==> config.mk <==
export PLATFORM = sky130hd
export DESIGN_NAME = acp_front
export DESIGN_NICKNAME = d
export VERILOG_FILES = /design/src/rtl/acp_pkg.sv /design/src/rtl/acp_front.sv
export SDC_FILE = /design/constraint.sdc
export NUM_CORES = 1
export LEC_CHECK = 0
export BUFFER_PORTS_ARGS = -buffer_cell sky130_fd_sc_hd__buf_2
export CAP_MARGIN = 30
export CORE_ASPECT_RATIO = 0.7
export CORE_MARGIN = 2
export CORE_UTILIZATION = 50
export DETAILED_ROUTE_END_ITERATION = 16
export PLACE_DENSITY = 0.8
export SYNTH_ARGS = -nofsm -noshare
export SYNTH_HDL_FRONTEND = slang
export SYNTH_SLANG_ARGS = --single-unit
==> constraint.sdc <==
create_clock -name i_clk -period 7.1 [get_ports i_clk]
set_input_delay 1.42 -clock i_clk [delete_from_list [all_inputs] [get_ports i_clk]]
set_output_delay 1.42 -clock i_clk [all_outputs]
set_load 0.01 [all_outputs]
==> src/rtl/acp_pkg.sv <==
`default_nettype none
// ----------------------------------------------------------------------------
// acp_pkg
// Shared types, constants and helpers for the automation curve player.
// ----------------------------------------------------------------------------
package acp_pkg;

    localparam int MAX_CHUNKS_D       = 8;
    localparam int CHUNK_BEATS_D      = 32;
    localparam int SAMPLES_PER_BEAT_D = 256;
    localparam int LEVEL_BITS_D       = 16;

    localparam logic [0:0] CMD_TICK = 1'b0;
    localparam logic [0:0] CMD_RAMP = 1'b1;

    localparam logic [2:0] REG_SYNC_MODE  = 3'd0;
    localparam logic [2:0] REG_LOOP_ON    = 3'd1;
    localparam logic [2:0] REG_PHASE_STEP = 3'd2;
    localparam logic [2:0] REG_DUR_SEL    = 3'd3;
    localparam logic [2:0] REG_CUSTOM     = 3'd4;

    localparam logic [2:0] DUR_CUSTOM = 3'd0;
    localparam logic [2:0] DUR_4      = 3'd1;
    localparam logic [2:0] DUR_16     = 3'd2;
    localparam logic [2:0] DUR_32     = 3'd3;
    localparam logic [2:0] DUR_64     = 3'd4;
    localparam logic [2:0] DUR_128    = 3'd5;

    typedef struct packed {
        logic [0:0]         cmd;
        logic signed [31:0] song_beat;
        logic [2:0]         chunk_number;
        logic [12:0]        first_index;
        logic [12:0]        final_index;
        logic [15:0]        first_level;
        logic [15:0]        final_level;
    } t_in_item;

    typedef struct packed {
        logic [15:0]        level;
        logic [15:0]        inverted_level;
        logic signed [15:0] bipolar_level;
        logic [19:0]        pitch_volts;
    } t_out_item;

    typedef enum logic [3:0] {
        ST_CLEAR, ST_IDLE, ST_DIV, ST_IDX, ST_RD, ST_RD2, ST_OUT,
        ST_RSETUP, ST_RMUL, ST_RDIV, ST_RWR
    } t_state;

    function automatic logic [8:0] dur_beats(input logic [2:0] sel, input logic [8:0] cust);
        logic [8:0] r;
        r = 9'd32;
        case (sel)
            DUR_CUSTOM: begin
                if (cust < 9'd4) r = 9'd4;
                else if (cust > 9'd256) r = 9'd256;
                else r = cust;
            end
            DUR_4:   r = 9'd4;
            DUR_16:  r = 9'd16;
            DUR_32:  r = 9'd32;
            DUR_64:  r = 9'd64;
            DUR_128: r = 9'd128;
            default: r = 9'd32;
        endcase
        return r;
    endfunction

endpackage
`default_nettype wire

==> src/rtl/acp_front.sv <==
`default_nettype none
// ----------------------------------------------------------------------------
// acp_front
// Input register queue: two-entry FIFO between the port and the engine.
// ----------------------------------------------------------------------------
module acp_front
    import acp_pkg::*;
(
    input  wire       i_clk,
    input  wire       i_rst_n,
    input  wire       i_valid,
    output logic      o_stall,
    input  t_in_item  i_data,
    output logic      o_valid,
    input  wire       i_take,
    output t_in_item  o_data
);
    t_in_item   r_q [2];
    logic [1:0] r_cnt;
    logic       r_wp;
    logic       r_rp;
    logic       w_push;
    logic       w_pop;

    assign o_stall = (r_cnt == 2'd2);
    assign w_push  = i_valid && !o_stall;
    assign o_valid = (r_cnt != 2'd0);
    assign w_pop   = o_valid && i_take;
    assign o_data  = r_q[r_rp];

    always_ff @(posedge i_clk) begin
        if (!i_rst_n) begin
            r_cnt <= 2'd0;
            r_wp  <= 1'b0;
            r_rp  <= 1'b0;
        end else begin
            if (w_push) r_wp <= !r_wp;
            if (w_pop)  r_rp <= !r_rp;
            r_cnt <= r_cnt + {1'b0, w_push} - {1'b0, w_pop};
        end
        if (w_push) r_q[r_wp] <= i_data;
    end

    a_cnt: assert property (@(posedge i_clk) disable iff (!i_rst_n)
        r_cnt <= 2'd2) else $error("queue overflow");
    a_pop: assert property (@(posedge i_clk) disable iff (!i_rst_n)
        (r_cnt == 2'd0) |-> !w_pop) else $error("pop when empty");
    a_ptr: assert property (@(posedge i_clk) disable iff (!i_rst_n)
        (r_cnt != 2'd1) |-> (r_wp == r_rp)) else $error("pointer mismatch");
endmodule
`default_nettype wire

==> results of run 1 <==
[how the worst min path moves through the flow]
stage | slack, ns | start | end
after floorplan | 0.45 | r_wp | r_wp
after global placement | 0.51 | r_wp | r_wp
after detailed placement | 0.53 | r_wp | r_wp
after CTS | 0.54 | r_wp | r_wp
after global routing | 0.57 | r_wp | r_wp
final | 0.54 | r_wp | r_wp
[power by group]
group / switching (mW) / total (mW) / internal (mW)
Sequential: 0.0656 / 1.50 / 1.43
Combinational: 0.349 / 0.675 / 0.326
Clock: 0.409 / 0.968 / 0.559
[area by class of cell]
cell class                      instances  share of cell area
Tap cell                              190              0.0270
Inverter                                2            0.000852
Timing Repair Buffer                  197               0.114
Multi-Input combinational cell        112               0.136
Clock inverter                         15              0.0205
Sequential cell                       193               0.653
Clock buffer                           17              0.0483
[cell usage in the layout, fill, tap and decap left out, drive strengths merged, types with 3 or more instances in the layout]
master / instances
buf: 197
bufinv: 3
clkbuf: 17
clkinv: 4
clkinvlp: 3
dfxtp: 5
edfxtp: 188
inv: 7
mux2: 94
xnor2: 3
[per-layer routing]
metal  GRT usage  up-vias  share of wire  wire length (µm)
li1            -     1664              -                 -
met5           0        -              0                 0
met3      0.0522       15          0.080               983
met4      0.0747        0          0.016               193
met2       0.259      142           0.47              5820
met1       0.210     1767           0.43              5260
[flip-flops by register name, summed over array words and instances (netlist names), named ones only]
name and count:
r_cnt 2, r_q 188, r_rp 1, r_wp 1
[tightest hold or removal path, cell delays in order, from the launching register on]
cell and delay, ns:
dfxtp_1 0.35, nand2_1 0.07, mux2i_1 0.06
[logic make-up (layout without fill, tap and decap cells)]
kind of cell / count (synthesis) / after routing / share of synthesized area
adder cells (fa/ha/maj): 2 / 2 / 0.00356
AND/OR/NAND/NOR: 11 / 11 / 0.00872
multiplexers: 95 / 95 / 0.152
flip-flops: 193 / 193 / 0.817
XOR/XNOR: 3 / 3 / 0.00374
AO/OA/AOI/OAI: 1 / 1 / 0.00107
buffers and inverters: 12 / 231 / 0.0139
==> impl_results.md, run 1 <==
* Synthesized netlist cell count at 317
* Top Ports at 194
* Multi-input logic area at 1200 µm²
* Pre-antenna DRT Iters at 4
* Worst-Skew Late Latency at 0.42 ns
* Count leader, synth: edfxtp_1
* Crit path capture: o_data[93]
* Max Freq at 0.260 GHz
* Placed Cells at 694
* Core area at 13800 µm²
* Avg Synthesized Cell Area at 22.2 µm²
* Worst Skew at 0.00602 ns
* Setup violators final at 0
* Syn_nets at 417
* CP cell instances: buf_4 > mux2_2 > buf_2
* Max-cap violations at 0
* Relative slew slack at 0.534
* Hold Crit Depth at 2
* CP max FO at 50
* Post-synth EDFFs at 188
* Initial Util at 0.509
* Post-synth top cells: edfxtp_1, mux2_2, buf_6, dfxtp_1
* Delay-heaviest family, CP: buffers and inverters
* Pwr/cell area at 356 nW/µm²
* GR Overflow Total at 0
* Worst path depth at 3
* PostCTS Resize Cnt at 0
* Yosys top cell by area: edfxtp_1
* Final hold slack at 0.537 ns
* Clock Tree Root: clkbuf_16
* Reg2Reg Launch Point: r_cnt[0]
* Synth Cell Area at 7030 µm²
* Crit-path max cell delay at 0.72 ns
* Outcome: finished, final reports clean
* Vias in the first global route at 3578
* Worst EP arrival at 2.42 ns
* CTS tree: built
* Final hold viol count at 0
* I/O Buffers at 193
* Vias at 3588
* DRC viols at 0
* Clock Path Buffers at 2
* Routed vias/inst at 4.94
* Pins Over Slew Limit at 0
* Area contributors post-synth: edfxtp_1, mux2_2, dfxtp_1
* Setup TNS at 0 ns
* Die Y at 103 µm
* Final WL at 12.3 mm
* Finished Core Util at 0.637
* GRT Util Overall at 0.163
* Die width at 146 µm
* Routed length per instance at 16.9 µm
* CTS clk-pin slew, worst paths at 0.07 ns
* Max H-tree Level at 4
* DRT iter0 DRCs at 158
* Fill count at 963
* R2R Setup Slk at 4.88 ns
* Worst path required time at 5.68 ns
* Worst setup slack after placement at 3.68 ns
* Crit path max-delay cell type: dfxtp_4
* DIE AREA at 15000 µm²
* CTS Buf Count at 17
* Peak supply drop at 0.000243 V
* #FFs+latches synth at 193
* Layout cells sized above 1 at 0.608
* Min-delay worst type: flop to flop
* Actual slew at the worst max-slew pin at 0.699 ns
* Core Rows at 36
* Yosys warns at 0
* Static Leak at 3.29 nW
* Worst reg2reg endpoint: r_q[1][87]
* P&R area growth vs syn at 25.3%
* Critical path type: flop to primary output
* Worst Setup Slack, final at 3.26 ns
* Dpl cell area at 8200 µm²
* Reg2Reg Depth at 3
* Gpl congestion at 0.739
* Post-synthesis sequential area ratio at 0.817
* Crit end category: primary output
* CP bufs+invs at 2
* Setup repair after global routing missed its margin: false
* Critical Path Source Type: flop
* Min cycle time layout at 3.84 ns
* Nets at 623
* Post-DP HPWL at 8.09 mm
* Synth async-reset ratio at 0
* Initial antenna violation count at 0
* Area share of the largest cell type after synthesis at 0.803
* Largest net degree at the start of global routing at 54
* Tcrit/Tclk final at 0.541
* Post-route cell area at 8810 µm²
* Ant. Diodes at 0
* Synth cell types at 18
* Post-layout power at 3.14 mW
* First-pass GRT wire length at 18.2 mm
* Antenna Nets Post-Route at 0
* Reg area at 5750 µm²
* CTS Sinks at 193
* Main synth FF type: edfxtp_1
* # Post-CTS Setup Buffers at 0
* Hold Buf Count CTS at 0
* Non-filler instance count after layout at 726
Power figures use the tool's default switching activity.
==> run 2, diff against run 1 <==
--- a/config.mk
+++ b/config.mk
@@ -5,13 +5,14 @@
 export SDC_FILE = /design/constraint.sdc
 export NUM_CORES = 1
 export LEC_CHECK = 0
+export ABC_AREA = 1
 export BUFFER_PORTS_ARGS = -buffer_cell sky130_fd_sc_hd__buf_2
 export CAP_MARGIN = 30
 export CORE_ASPECT_RATIO = 0.7
 export CORE_MARGIN = 2
-export CORE_UTILIZATION = 50
+export CORE_UTILIZATION = 47
 export DETAILED_ROUTE_END_ITERATION = 16
-export PLACE_DENSITY = 0.8
+export PLACE_DENSITY = 0.79
 export SYNTH_ARGS = -nofsm -noshare
 export SYNTH_HDL_FRONTEND = slang
 export SYNTH_SLANG_ARGS = --single-unit
==> constraint.sdc (replaced) <==
create_clock -name i_clk -period 3.2 [get_ports i_clk]
set_input_delay 0.64 -clock i_clk [delete_from_list [all_inputs] [get_ports i_clk]]
set_output_delay 0.64 -clock i_clk [all_outputs]
set_load 0.01 [all_outputs]
==> run 2 against run 1 <==
Compared with the run above:
- via count is 2.5% higher
- clock power is 100% higher
- synthesized cell count is 3.8% higher
- sequential power is 120% higher
- wire length is 3.1% higher
- combinational power is 130% higher
- clock skew is 0.0057 ns higher
- largest cell class unchanged
- first-iteration DRC count is 21% higher
- largest power group unchanged
- die area is 6.3% higher
- register-to-register slack worse by 3.4 ns
- core utilization is 3.8 points lower
- critical path depth stayed put
==> impl_results.md, run 2 <==
* Outcome: finished, final reports clean (unchanged)
* Yosys warns at 0 (unchanged)
* Hold Crit Depth at 1 (was 2)
* Nets at 636 (was 623)
* Core area at 14700 µm² (was 13800 µm²)
* Tcrit/Tclk final at 0.800
* Logic gate share of total power at 0.224 (was 0.215)
* PostCTS Resize Cnt at 0 (unchanged)
* Ant. Diodes at 0 (unchanged)
* Clk pwr share at 0.287 (was 0.308)
* Largest net degree at the start of global routing at 95 (was 54)
* Pre-antenna DRT Iters at 4 (unchanged)
* Pwr/cell area at 773 nW/µm² (was 356 nW/µm²)
* Setup violators final at 0 (unchanged)
* # Post-CTS Setup Buffers at 0 (unchanged)
* Peak supply drop at 0.000553 V (was 0.000243 V)
* CTS tree: built (unchanged)
* GR Overflow Total at 0 (unchanged)
* Die Y at 106 µm (was 103 µm)
* CTS Sinks at 193 (unchanged)
* Hold Path Sink: r_q[0][19] (was r_wp)
* Reg2Reg Depth at 5 (was 3)
* Worst EP arrival at 1.92 ns (was 2.42 ns)
* Net switching share of the total power at 0.267 (was 0.262)
* Main synth FF type: edfxtp_1 (unchanged)
* Max Freq at 0.391 GHz
* Leading cell types in the layout, fill and taps excluded: buf_2, edfxtp_1, mux2_2 (unchanged)
* GRT Util Overall at 0.160 (was 0.163)
* CTS clk-pin slew, worst paths at 0.07 ns (about the same)
* P_int at 4.98 mW (was 2.32 mW)
* #FFs+latches synth at 193 (unchanged)
* Max-cap violations at 0 (unchanged)
* Clock Path Buffers at 2 (unchanged)
* Worst Setup Slack, final at 0.641 ns (was 3.26 ns)
* Critical path type: flop to primary output (unchanged)
* Reg2Reg Launch Point: r_cnt[0] (unchanged)
* Hold Startpoint: i_data[19] (was r_wp)
* Worst-Skew Late Latency at 0.42 ns (about the same)
* CTS Buf Count at 17 (unchanged)
* Synth async-reset ratio at 0 (unchanged)
* Max reg flops at 188 (unchanged)
* Reg area at 5750 µm² (unchanged)
* Static Leak at 3.31 nW (was 3.29 nW)
* Final WL at 12.6 mm (was 12.3 mm)
* Pins Over Slew Limit at 0 (unchanged)
* DIE AREA at 16000 µm² (was 15000 µm²)
* Relative slew slack at 0.606 (was 0.534)
* Fill count at 1094 (was 963)
* Syn_nets at 429 (was 417)
* Critical Path Source Type: flop (unchanged)
* Antenna Nets Post-Route at 0 (unchanged)
* DRC viols at 0 (unchanged)
* Synthesized netlist cell count at 329 (was 317)
* Max H-tree Level at 4 (unchanged)
* Crit end category: primary output (unchanged)
* R2R Setup Slk at 1.47 ns (was 4.88 ns)
* Synth Cell Area at 7040 µm² (was 7030 µm²)
* Vias at 3676 (was 3588)
* Largest registers: r_q x188, r_cnt x2 (unchanged)
* Setup TNS at 0 ns (unchanged)
* Routed vias/inst at 4.94 (about the same)
* Avg Synthesized Cell Area at 21.4 µm² (was 22.2 µm²)
* Post-DP HPWL at 8.40 mm (was 8.09 mm)
* Routed length per instance at 17.0 µm (was 16.9 µm)
* Top Ports at 194 (unchanged)
* Synth cell types at 12 (was 18)
* Area contributors post-synth: edfxtp_1, mux2_2, dfxtp_1 (unchanged)
* Actual slew at the worst max-slew pin at 0.591 ns (was 0.699 ns)
* Most flop-heavy register: r_q (unchanged)
* Clock Tree Root: clkbuf_16 (unchanged)
* Multi-input logic area at 1180 µm² (was 1200 µm²)
* Count leader, synth: edfxtp_1 (unchanged)
* Min-delay worst type: primary input to flop (was flop to flop)
* Yosys top cell by area: edfxtp_1 (unchanged)
* Core Rows at 37 (was 36)
* Gpl congestion at 0.728 (was 0.739)
* Hold Buf Count CTS at 0 (unchanged)
* DRT iter0 DRCs at 191 (was 158)
* Min cycle time layout at 2.56 ns
* First-pass GRT wire length at 19.1 mm (was 18.2 mm)
* CP max FO at 48 (was 50)
* Area share of the largest cell type after synthesis at 0.802 (was 0.803)
* Post-layout power at 6.79 mW (was 3.14 mW)
* Layout cells sized above 1 at 0.590 (was 0.608)
* Worst reg2reg endpoint: r_q[1][84] (was r_q[1][87])
* I/O Buffers at 193 (unchanged)
* Reg power frac at 0.489 (was 0.477)
* Setup repair after global routing missed its margin: false (unchanged)
* Worst setup slack after placement at 1.08 ns (was 3.68 ns)
* Post-synth EDFFs at 188 (unchanged)
* P&R area growth vs syn at 24.9% (was 25.3%)
* Initial Util at 0.480 (was 0.509)
* Final hold viol count at 0 (unchanged)
* Sw power at 1.81 mW (was 0.824 mW)
* Worst path required time at 2.56 ns (was 5.68 ns)
* Worst Skew at 0.0117 ns (was 0.00602 ns)
* Post-synth top cells: edfxtp_1, mux2_2, nand2_1, inv_1, nor2_1 (was edfxtp_1, mux2_2, buf_6, dfxtp_1)
* Initial antenna violation count at 1 (was 0)
* Vias in the first global route at 3800 (was 3578)
* Die width at 150 µm (was 146 µm)
* Most common cell after layout, fill and taps aside: buf_2 (unchanged)
* Post-synthesis sequential area ratio at 0.816 (was 0.817)
-- run 2: changes by cell type after synthesis --
cell	change
and3_1	-1
nor2_1	+7
nand2_1	+7
xnor2_1	-3
a21oi_1	+2
or2_2	-1
inv_1	+6
and2_1	-2
nand2b_1	-2
nor2b_1	-2
mux2i_1	-1
nand3_1	+3
o21a_1	-1
-- run 2: worst max path at each step --
stage,startpoint,end,slack [ns],cells past startpoint
final,flop,o_data[67],0.64,3
after global routing,flop,o_data[84],0.54,3
after CTS,flop,o_data[33],0.61,3
after detailed placement,flop,o_data[33],1.08,3
after global placement,flop,o_data[84],1.10,3
after floorplan,i_valid,r_q[1][0],0.19,2
-- run 2: area by class of cell --
cell class,instances,area share
Clock buffer,20,0.0497
Clock inverter,12,0.0124
Inverter,8,0.00370
Multi-Input combinational cell,118,0.134
Sequential cell,193,0.654
Tap cell,195,0.0278
Timing Repair Buffer,198,0.118
-- run 2: worst max-delay path, cell delays in order, from the launching register on --
cell and delay (ns):
dfxtp_4 0.60, buf_12 0.30, mux2_2 0.39, buf_2 0.14
-- run 2: cells by family (layout without fill, tap and decap cells) --
family / count (synthesis) / count (layout) / share of synthesized area
and+or+nand+nor: 20 / 20 / 0.0112
adders and majority gates: 2 / 2 / 0.00355
AOI/OAI and AO/OA: 2 / 2 / 0.00142
buffers and inverters: 18 / 238 / 0.0171
muxes: 94 / 94 / 0.150
DFF: 193 / 193 / 0.816
-- run 2: power by group through the flow --
stage | clock (mW) | combinational [mW] | sequential [mW]
floorplan | 0 | 1.01 | 3.32
detailed placement | 0 | 1.54 | 3.38
global placement | 0 | 1.50 | 3.36
finish | 1.95 | 1.52 | 3.32
CTS | 2.00 | 1.55 | 3.33
global route | 2.10 | 1.65 | 3.36
-- run 2: routing by layer --
metal / up-vias / GRT usage / routed length (µm)
met1: 1813 / 0.194 / 5240
met5: - / 0 / 20
li1: 1704 / - / -
met3: 13 / 0.0717 / 1210
met4: 2 / 0.0505 / 113
met2: 144 / 0.258 / 6050
-- run 2: metrics by stage --
stage	std cells	utilization	hold slack [ns]	area, µm²
2_1_floorplan	329	-	0.467	7050
3_5_place_dp	712	0.562	0.492	8250
6_report	744	0.599	0.398	8790
4_1_cts	744	0.599	0.383	8790
5_1_grt	744	0.599	0.377	8790
3_3_place_gp	712	0.562	0.485	8250
==> run 3, diff against run 2 <==
--- a/config.mk
+++ b/config.mk
@@ -5,14 +5,14 @@
 export SDC_FILE = /design/constraint.sdc
 export NUM_CORES = 1
 export LEC_CHECK = 0
-export ABC_AREA = 1
+export ABC_AREA = 0
 export BUFFER_PORTS_ARGS = -buffer_cell sky130_fd_sc_hd__buf_2
 export CAP_MARGIN = 30
 export CORE_ASPECT_RATIO = 0.7
 export CORE_MARGIN = 2
-export CORE_UTILIZATION = 47
+export CORE_UTILIZATION = 50
 export DETAILED_ROUTE_END_ITERATION = 16
-export PLACE_DENSITY = 0.79
+export PLACE_DENSITY = 0.8
 export SYNTH_ARGS = -nofsm -noshare
 export SYNTH_HDL_FRONTEND = slang
 export SYNTH_SLANG_ARGS = --single-unit
==> constraint.sdc (replaced) <==
create_clock -name i_clk -period 2.6 [get_ports i_clk]
set_input_delay 0.52 -clock i_clk [delete_from_list [all_inputs] [get_ports i_clk]]
set_output_delay 0.52 -clock i_clk [all_outputs]
set_load 0.01 [all_outputs]
==> run 3 against run 2 <==
Compared with the run above:
- critical path depth unchanged
- clock skew is 0.0065 ns lower
- total power rose by 22%
==> impl_results.md, run 3 (synthesized netlist as in run 1, its figures left out) <==
* Hold Path Sink: r_q[0][57] (was r_q[0][19])
* Antenna Nets Post-Route at 0 (unchanged)
* CTS Buf Count at 17 (unchanged)
* Outcome: finished, final reports clean (unchanged)
* Worst setup slack after placement at 0.691 ns (was 1.08 ns)
* Setup TNS at 0 ns (unchanged)
* Die Y at 103 µm (was 106 µm)
* Vias at 3570 (was 3676)
* Reg2Reg Launch Point: r_cnt[0] (unchanged)
* Setup violators final at 0 (unchanged)
* Die width at 146 µm (was 150 µm)
* Max reg flops at 188 (unchanged)
* Most common cell after layout, fill and taps aside: buf_2 (unchanged)
* Ant. Diodes at 0 (unchanged)
* Worst EP arrival at 1.81 ns (was 1.92 ns)
* Post-route cell area at 8750 µm² (was 8790 µm²)
* GRT Util Overall at 0.172 (was 0.160)
* Pwr/cell area at 948 nW/µm² (was 773 nW/µm²)
* Hold Buf Count CTS at 0 (unchanged)
* Crit end category: primary output (unchanged)
* Setup repair after global routing missed its margin: false (unchanged)
* Static Leak at 3.26 nW (was 3.31 nW)
* Peak supply drop at 0.000602 V (was 0.000553 V)
* Pre-antenna DRT Iters at 7 (was 4)
* Min cycle time layout at 2.33 ns
* Multi-input logic area at 1200 µm² (was 1180 µm²)
* Worst-Skew Late Latency at 0.42 ns (about the same)
* Hold Startpoint: i_data[57] (was i_data[19])
* Core area at 13800 µm² (was 14700 µm²)
* Post-DP HPWL at 8.38 mm (was 8.40 mm)
* Largest registers: r_q x188, r_cnt x2 (unchanged)
* R2R Setup Slk at 0.90 ns (was 1.47 ns)
* Routed length per instance at 17.5 µm (was 17.0 µm)
* Max-cap violations at 0 (unchanged)
* Actual slew at the worst max-slew pin at 0.665 ns (was 0.591 ns)
* First-pass GRT wire length at 19.3 mm (was 19.1 mm)
* Most flop-heavy register: r_q (unchanged)
* CP max FO at 42 (was 48)
* Max Freq at 0.429 GHz
* DRC viols at 0 (unchanged)
* Critical Path Source Type: flop (unchanged)
* Crit-path max cell delay at 0.46 ns (was 0.60 ns)
* I/O Buffers at 193 (unchanged)
* Worst path required time at 2.08 ns (was 2.56 ns)
* Vias in the first global route at 3732 (was 3800)
* Pins Over Slew Limit at 0 (unchanged)
* Worst reg2reg endpoint: r_cnt[1] (was r_q[1][84])
* Final WL at 12.7 mm (was 12.6 mm)
* Critical path type: flop to primary output (unchanged)
* PostCTS Resize Cnt at 0 (unchanged)
* CTS clk-pin slew, worst paths at 0.07 ns (about the same)
* Leading cell types in the layout, fill and taps excluded: buf_2, edfxtp_1, mux2_2 (unchanged)
* P&R area growth vs syn at 24.4% (was 24.9%)
* # Post-CTS Setup Buffers at 0 (unchanged)
* CTS Sinks at 193 (unchanged)
* Reg2Reg Depth at 8 (was 5)
* Worst Setup Slack, final at 0.272 ns (was 0.641 ns)
* CTS tree: built (unchanged)
* DIE AREA at 15000 µm² (was 16000 µm²)
* Worst Skew at 0.00525 ns (was 0.0117 ns)
* CP bufs+invs at 2 (unchanged)
* Routed vias/inst at 4.93 (was 4.94)
* Initial antenna violation count at 1 (unchanged)
* Core Rows at 36 (was 37)
* Reg area at 5750 µm² (unchanged)
* Final hold viol count at 0 (unchanged)
* CP cell instances: buf_4 > mux2_2 > buf_2 (was buf_12 > mux2_2 > buf_2)
* GR Overflow Total at 0 (unchanged)
* Clock Path Buffers at 2 (unchanged)
* Worst path depth at 3 (unchanged)
* Gpl congestion at 0.764 (was 0.728)
* Initial Util at 0.509 (was 0.480)
* Tcrit/Tclk final at 0.896
* Crit path max-delay cell type: buf_4 (was dfxtp_4)
* Relative slew slack at 0.556 (was 0.606)
* Placed Cells at 695 (was 712)
* DRT iter0 DRCs at 145 (was 191)
* Hold Crit Depth at 1 (unchanged)
* Delay-heaviest family, CP: buffers and inverters (was flip-flops)
* Largest net degree at the start of global routing at 95 (unchanged)
* Fill count at 983 (was 1094)
* Dpl cell area at 8220 µm² (was 8250 µm²)
* Max H-tree Level at 4 (unchanged)
* Layout cells sized above 1 at 0.601 (was 0.590)
* Non-filler instance count after layout at 724 (was 744)
* Top Ports at 194 (unchanged)
* Clock Tree Root: clkbuf_16 (unchanged)
* Min-delay worst type: primary input to flop (unchanged)
* Nets at 624 (was 636)
run 3: changes by cell type in the layout (fill, tap and decap cells not counted), sizes merged, moves of 2 or more:
cell | previous run | this run
nor2 | 8 | 1
clkbuf | 20 | 18
nor2b | 0 | 2
a21oi | 2 | 0
inv | 10 | 4
and2 | 0 | 2
nand3 | 3 | 0
xnor2 | 0 | 3
nand2 | 9 | 2
nand2b | 0 | 2
run 3: power by group:
| part | switching (mW) | internal (mW) | total [mW] | leakage [nW] |
|---|---|---|---|---|
| clock network | 1.04 | 1.30 | 2.34 | 0.251 |
| logic | 1.03 | 0.908 | 1.94 | 1.21 |
| registers | 0.103 | 3.91 | 4.01 | 1.80 |
run 3: worst max-delay path by stage:
stage | from | end | slack, ns
3_3_place_gp | flop | o_data[44] | 0.72
2_1_floorplan | i_valid | r_q[0][0] | 0.15
5_1_grt | flop | o_data[79] | 0.18
3_5_place_dp | flop | o_data[68] | 0.69
4_1_cts | flop | o_data[68] | 0.23
6_report | flop | o_data[68] | 0.27
run 3: cell type report:
cell class | instances | share of cell area
inverters | 2 | 0.000858
repair buffers | 198 | 0.118
well taps | 190 | 0.0272
clock buffers | 18 | 0.0491
multi-input cells | 112 | 0.137
flip-flops and latches | 193 | 0.657
clock inverters | 11 | 0.0106
run 3: per-layer routing:
metal  global-route usage  up-vias  routed length [µm]  share of wire
met5                    0        -                  12        0.00095
met4               0.0709        2                  75         0.0059
met3               0.0737       10                1080          0.086
met2                0.282      142                6240           0.49
met1                0.204     1752                5240           0.41
li1                     -     1664                   -              -
run 3: metrics by stage:
| step | power, mW | hold WS (ns) | utilization |
|---|---|---|---|
| 6_report | 8.29 | 0.287 | 0.632 |
| 5_1_grt | 8.68 | 0.264 | 0.632 |
| 3_3_place_gp | 5.99 | 0.506 | 0.595 |
| 2_1_floorplan | 5.33 | 0.488 | - |
| 3_5_place_dp | 6.05 | 0.531 | 0.595 |
| 4_1_cts | 8.39 | 0.268 | 0.632 |
run 3: worst reg2reg max path, cell delays in order, from the launching register on:
cell      delay (ns)
dfxtp_1         0.36
nand2b_1        0.16
nand2_1         0.15
ha_1            0.31
inv_1           0.04
ha_1            0.18
xnor2_1         0.13
xnor2_1         0.12
and2_1          0.15
